### src/dvvr_pkg.sv
`timescale 1ns / 1ps
package dvvr_pkg;

  localparam int MAX_ROWS_DEF   = 1024;
  localparam int MAX_VALUES_DEF = 4096;
  localparam int Q_DEPTH        = 2;
  localparam int Q_AW           = $clog2(Q_DEPTH);
  localparam int SUM_W          = 36;

  localparam logic [1:0] ACT_LOAD_DEV = 2'd0;
  localparam logic [1:0] ACT_LOAD_TS  = 2'd1;
  localparam logic [1:0] ACT_QUERY    = 2'd2;

  // classified command kinds
  localparam logic [1:0] K_LOAD_DEV  = 2'd0;
  localparam logic [1:0] K_LOAD_TS   = 2'd1;
  localparam logic [1:0] K_QUERY     = 2'd2;
  localparam logic [1:0] K_QUERY_ERR = 2'd3;

  typedef struct packed {
    logic [1:0]  action;
    logic [11:0] entry_index;
    logic [31:0] entry_value;
    logic [9:0]  row_number;
    logic        use_bound;
    logic [31:0] timestamp_bound;
  } in_word_t;

  typedef struct packed {
    logic [31:0] range_begin;
    logic [31:0] range_end;
    logic [31:0] value_count;
    logic        status;
  } out_word_t;

  typedef struct packed {
    logic [1:0]  kind;
    logic [11:0] entry_index;
    logic [31:0] entry_value;
    logic [9:0]  row_number;
    logic        use_bound;
    logic [31:0] timestamp_bound;
  } cmd_t;

  typedef struct packed {
    logic valid;
    cmd_t cmd;
  } cmd_q_t;

  function automatic logic signed [SUM_W-1:0] zigzag_decode(input logic [31:0] u);
    logic [31:0] d;
    d = (u >> 1) ^ {32{u[0]}};
    return {{(SUM_W-32){d[31]}}, d};
  endfunction

endpackage

### src/dvvr_front.sv
`timescale 1ns / 1ps
module dvvr_front #(
  parameter int MAX_ROWS   = dvvr_pkg::MAX_ROWS_DEF,
  parameter int MAX_VALUES = dvvr_pkg::MAX_VALUES_DEF
) (
  input  logic                clk,
  input  logic                rst,
  input  logic                push,
  output logic                full,
  input  dvvr_pkg::in_word_t  in_data,
  output dvvr_pkg::cmd_q_t    q_head,
  input  logic                q_pop
);

  localparam int CNT_W = $clog2(dvvr_pkg::Q_DEPTH + 1);

  dvvr_pkg::cmd_t q_mem [dvvr_pkg::Q_DEPTH];
  logic [dvvr_pkg::Q_AW-1:0] head;
  logic [dvvr_pkg::Q_AW-1:0] tail;
  logic [CNT_W-1:0]          count;

  dvvr_pkg::cmd_t cmd_in;
  logic           keep;
  logic           wr;
  logic           rd;

  // classify: unused action and out-of-store loads are dropped here
  always_comb begin
    cmd_in.kind            = dvvr_pkg::K_QUERY;
    cmd_in.entry_index     = in_data.entry_index;
    cmd_in.entry_value     = in_data.entry_value;
    cmd_in.row_number      = in_data.row_number;
    cmd_in.use_bound       = in_data.use_bound;
    cmd_in.timestamp_bound = in_data.timestamp_bound;
    keep                   = 1'b0;
    case (in_data.action)
      dvvr_pkg::ACT_LOAD_DEV: begin
        cmd_in.kind = dvvr_pkg::K_LOAD_DEV;
        keep        = 32'(in_data.entry_index) < 32'(MAX_ROWS);
      end
      dvvr_pkg::ACT_LOAD_TS: begin
        cmd_in.kind = dvvr_pkg::K_LOAD_TS;
        keep        = 32'(in_data.entry_index) < 32'(MAX_VALUES);
      end
      dvvr_pkg::ACT_QUERY: begin
        keep = 1'b1;
        if (32'(in_data.row_number) >= 32'(MAX_ROWS)) begin
          cmd_in.kind = dvvr_pkg::K_QUERY_ERR;
        end
      end
      default: keep = 1'b0;
    endcase
  end

  assign full         = (count == CNT_W'(dvvr_pkg::Q_DEPTH));
  assign wr           = push && !full && keep;
  assign rd           = q_pop && (count != '0);
  assign q_head.valid = (count != '0);
  assign q_head.cmd   = q_mem[head];

  always_ff @(posedge clk) begin
    if (rst) begin
      head  <= '0;
      tail  <= '0;
      count <= '0;
    end else begin
      if (wr) begin
        tail <= tail + 1'b1;
      end
      if (rd) begin
        head <= head + 1'b1;
      end
      if (wr && !rd) begin
        count <= count + 1'b1;
      end else if (rd && !wr) begin
        count <= count - 1'b1;
      end
    end
  end

  always_ff @(posedge clk) begin
    if (wr) begin
      q_mem[tail] <= cmd_in;
    end
  end

endmodule

### config.mk
export PLATFORM = sky130hd
export DESIGN_NAME = dvvr_front
export DESIGN_NICKNAME = d
export VERILOG_FILES = /design/src/dvvr_pkg.sv /design/src/dvvr_front.sv
export SDC_FILE = /design/constraint.sdc
export NUM_CORES = 1
export LEC_CHECK = 0
export BUFFER_PORTS_ARGS = -buffer_cell sky130_fd_sc_hd__buf_2
export CAP_MARGIN = 20
export CORE_MARGIN = 3
export CORE_UTILIZATION = 40
export CTS_BUF_LIST = sky130_fd_sc_hd__clkbuf_8 sky130_fd_sc_hd__clkbuf_16
export CTS_CLUSTER_DIAMETER = 40
export CTS_CLUSTER_SIZE = 28
export DETAILED_ROUTE_END_ITERATION = 7
export MAX_ROUTING_LAYER = met4
export PLACE_DENSITY = 0.75
export SETUP_SLACK_MARGIN = 0.5
export SYNTH_ARGS = -nofsm -noshare
export SYNTH_HDL_FRONTEND = slang
export SYNTH_SLANG_ARGS = --single-unit
### constraint.sdc
create_clock -name clk -period 6.5 [get_ports clk]
set_clock_uncertainty 0.05 [all_clocks]
set_input_delay 1.3 -clock clk [delete_from_list [all_inputs] [get_ports clk]]
set_output_delay 1.3 -clock clk [all_outputs]
set_load 0.1 [all_outputs]
# Word level (Yosys, flattened, before mapping)
# Memory sizes are Yosys's and may differ from the RTL's. A register that Yosys moved wholly into a read port is not among the register bits.
# Index checks and enable logic that the tools add are counted.
[totals] ff_bits=4 mem_bits_rw=178 in_bits=93 output_inout_bits=91 word_cells=32 n_memories=1
[mem_list] name="q_mem" depth=2 width=89 rd=1 rd_clocked_by_memory_dff=1 write_ports=1 line_no="dvvr_front.sv:17" rtl="dvvr_pkg::cmd_t q_mem [dvvr_pkg::Q_DEPTH];"
[classes] n_addsub=4 order_cmp=1 eq_ne=3 n_mux=8 reduce_logical=12
[ops] cell="< comparator 12 x 11 -> 1 bit (second input constant)" count=1
[ops] cell="logical AND 1 bit" count=5
[ops] cell="equality test 2 bit (second input constant)" count=2
[ops] cell="2-to-1 mux 1 bit" count=4
[ops] cell="2-to-1 mux 2 bit" count=2
[ops] cell="one-hot mux 2 bit (2 select lines)" count=1
[ops] cell="nonzero test 2 bit" count=2
[ops] cell="zero test 1 bit" count=3
[ops] cell="adder 1 bit (second input constant)" count=2
[ops] cell="adder 2 x 1 -> 2 bit (second input constant)" count=1
[ops] cell="equality test 2 x 1 -> 1 bit (second input constant)" count=1
[ops] cell="zero test 2 bit" count=1
[ops] cell="one-hot mux 1 bit (2 select lines)" count=1
[ops] cell="OR reduction 2 bit" count=1
[ops] cell="subtractor 2 x 1 -> 2 bit (second input constant)" count=1

# Logic depth before layout (Yosys ltp)
[depth] depth_word=8 ltp_mapped=8 mapped_depth_nobuf=8

# Least setup slack after synthesis
# OpenSTA, ideal clock, no wires.
[synth_path] path_type="input to register" from="input port in_data[88] (netlist bit)" to="memory q_mem[0][0] (netlist bit) (enable)" setup_time_ns=0.548 arrival_ns=6.311 path_slack_ns=-0.408 stages=5 n_path_buf=0 path_cell_list="inv_1 > ha_1 > or3b_4 > a2111oi_4 > nor2b_1"
[synth_via] elab_chain_len=6 word_cells_on_any_way=8 classes_between="eq/ne: 2; mux: 3; reduce/logical: 3"
[synth_rtl] element="from (decl)" line_no="dvvr_front.sv:10" rtl="input dvvr_pkg::in_word_t in_data,"
[synth_rtl] element="equality test 2 bit or equality test 2 x 1 -> 1 bit (tied branches)" line_no="dvvr_front.sv:36" rtl="case (in_data.action)"
[synth_rtl] element="OR reduction 2 bit (no source line)"
[synth_rtl] element="one-hot mux 1 bit (2 select lines) (*)" line_no="dvvr_front.sv:36"
[synth_rtl] element="logical AND 1 bit (*)" line_no="dvvr_front.sv:56" rtl="assign wr = push && !full && keep;"
[synth_rtl] element="named net wr" line_no="dvvr_front.sv:24" rtl="logic wr;"
[synth_rtl] element="2-to-1 mux 1 bit (*)" line_no="dvvr_front.sv:82" rtl="if (wr) begin"
[synth_rtl] element="2-to-1 mux 1 bit (implied by the code) (*)" line_no="dvvr_front.sv:83" rtl="q_mem[tail] <= cmd_in;"
[synth_rtl] element="to (decl)" line_no="dvvr_front.sv:17"
# Mark *: on every way through the listed nets, which the timed path passes. The rest lies on a longest branch.

==> impl_metrics.tcl <==
set metrics [dict create \
    yosysUniqueCellTypes 18 \
    hp-start "head" \
    max_freq_ghz 0.259 \
    cts_sinks 183 \
    pin_count 184 \
    ys_async_sr_fraction 0 \
    wl_um 12300 \
    syn_area_mm2 0.00670 \
    drc_errors 0 \
    drt_iter0_markers 181 \
    synth-seq-cells 183 \
    synthMostInstantiatedCell "edfxtp_1" \
    postSynthCellCount 310 \
    grt_pass1_vias 3763 \
    crit_slowest_cell "dfxtp_4" \
    n_fill_cell 1324 \
    min_path_cells 2 \
    grt_pass1_wl_um 19000 \
    p_int_uw 2250 \
    port_buffers 183 \
    r2r_start "count[0]" \
    rows 46 \
    ys_top_cells_by_area "edfxtp_1 (80%), mux2_2 (15%), dfxtp_1 (1.5%)" \
    critPathKind "reg -> out" \
    tightest_slew_ns 0.732 \
    antenna_found_initial 1 \
    use_met3 0.0420 \
    fin_util 0.524 \
    die_w_um 135 \
    combPwrFrac 0.426 \
    outcome "completed" \
    multi_input_area_mm2 0.00121 \
    setup_tns_ns 0 \
    routed_via_density 4.70 \
    drt_first_pass_iters 6 \
    grt_max_degree 90 \
    area_delta_synth_final_pct 26.0 \
    vias 3461 \
    cts_tree "yes" \
    cap_violations 0 \
    cp.required_ns 5.15 \
    crit_fanout 49 \
    grt_use_met2 0.235 \
    synth_fp_nets 407 \
    min_period_ns 3.86 \
    rsz0062_at_grt "false" \
    clock_latency_ns 0.42 \
    ys_seq_area_frac 0.812 \
    antenna_left 0 \
    power.density_mw_per_mm2 494 \
    avgSynthCellArea_um2 21.6 \
    cts_buffers 17 \
    power_switching_share 0.460 \
    ff2ff_path_depth 4 \
    num-nets-final 603 \
    min_path_type "reg -> reg" \
    place_congestion 0.696 \
    clk_pin_slew_ns 0.06 \
    grt_usage 0.140 \
    worstPathArrival_ns 2.51 \
    synth_flop_cell "edfxtp_1" \
    p_sw_uw 1920 \
    cts_resized 0 \
    dieArea_mm2 0.0183 \
    pwr-share-clk 0.224 \
    dp_hpwl_um 8230 \
    p_leak_uw 0.00312 \
    rrSetupSlack_ns 3.84 \
    synthTopCellsByCount "edfxtp_1 (178), mux2_2 (89), clkbuf_1 (8)" \
    clockRootBuffer "clkbuf_16" \
    yosys_warnings 0 \
    relSlewSlack 0.512 \
    htree_levels 4 \
    end_kind "output port" \
    drive_gt1_frac 0.597 \
    vdd_ir_drop_max_mv 0.293 \
    path_cells "buf_4 -> mux2_2 -> buf_2" \
    hold_violations 0 \
    globalRouteOverflowTotal 0 \
    busiest_layer "met2" \
    initial_core_util 0.416 \
    start_kind "flop" \
    yosys.area.top_type_share 0.797 \
    cts_setup_buffers 0 \
    max_stage_delay_ns 0.70 \
    synth_edf_count 178 \
    finalSetupViolCount 0 \
    finalCritPeriodShare 0.594 \
    holdBufCountCts 0 \
    coreArea_mm2 0.0161 \
    slew_viol_final 0 \
    reg2reg_to "q_mem[1][28]" \
    seqPwrFrac 0.350 \
    die_h_um 135 \
    post_drt_wl_per_cell_um 16.8 \
    use_met1 0.157 \
    ff_latch_area_mm2 0.00545 \
    yosys.area.top_type "edfxtp_1" \
    clock_path_buffers 2 \
]
[cell families (layout without fill, tap and decap cells)]
logic type	Yosys count	count (layout)	share of synthesized area
DFF	183	183	0.812
muxes	90	90	0.152
buffers and inverters	14	223	0.00821
and+or+nand+nor	12	12	0.0101
adders and majority gates	4	4	0.00747
AOI/OAI and AO/OA	4	4	0.00635
xor gates and xnor gates	3	3	0.00392
other	0	1	0
[layer usage]
metal,share of wire,wire (um)
met5,0,0
met1,0.39,4820
met2,0.53,6500
met4,0.020,252
met3,0.062,768
[worst max-delay path, delay by kind of cell (launching register included)]
kind | cells | cell delay (ns)
buffers and inverters | 2 | 0.92
flip-flops | 1 | 0.70
multiplexers | 1 | 0.42
[flip-flops by register name, summed over array words and instances (netlist names), named ones only]
register and count:
count 2, head 1, tail 1, q_mem 178
[how the worst max path moves through the flow]
stage / startpoint / endpoint / cells past startpoint
floorplan: in_data[88] / q_mem[0][0] / 5
global route: flop / q_head[60] / 3
finish: flop / q_head[38] / 3
global placement: in_data[88] / q_mem[1][76] / 7
detailed placement: in_data[88] / q_mem[1][34] / 7
CTS: flop / q_head[38] / 3
[layout by cell type (no fill, tap or decap), types with 2 or more instances in the layout]
| master | n |
|---|---|
| buf_2 | 183 |
| buf_4 | 3 |
| clkbuf_16 | 17 |
| clkinv_1 | 4 |
| clkinv_2 | 4 |
| clkinvlp_4 | 2 |
| dfxtp_1 | 4 |
| edfxtp_1 | 178 |
| ha_1 | 4 |
| inv_1 | 5 |
| mux2_2 | 89 |
| nor2_1 | 5 |
| nor2b_1 | 2 |
| o21ai_0 | 2 |
| xor2_1 | 3 |
[layout make-up]
type	count	area share
Sequential cell	183	0.645
Antenna cell	1	0.000296
Multi-Input combinational cell	113	0.144
Timing Repair Buffer	187	0.113
Tap cell	216	0.0320
Clock inverter	15	0.0133
Inverter	4	0.00178
Clock buffer	17	0.0504
[metrics by stage]
stage / area [um2] / hold slack (ns) / std cells / worst slack (ns) / power, uW
after detailed placement: 7890 / 0.456 / 702 / 2.20 / 3270
after floorplan: 6710 / 0.416 / 310 / 1.29 / 3020
after CTS: 8420 / 0.481 / 734 / 2.56 / 4220
after global placement: 7890 / 0.436 / 702 / 2.31 / 3260
after global routing: 8450 / 0.514 / 736 / 2.46 / 4310
final: 8450 / 0.471 / 736 / 2.64 / 4170
[power by group through the flow]
stage | logic [uW] | clock network [uW] | registers, uW
finish | 1780 | 934 | 1460
global route | 1830 | 1010 | 1470
CTS | 1790 | 966 | 1460
detailed placement | 1780 | 0 | 1490
global placement | 1780 | 0 | 1480
floorplan | 1580 | 0 | 1440
(Power assumes the default switching activity.)
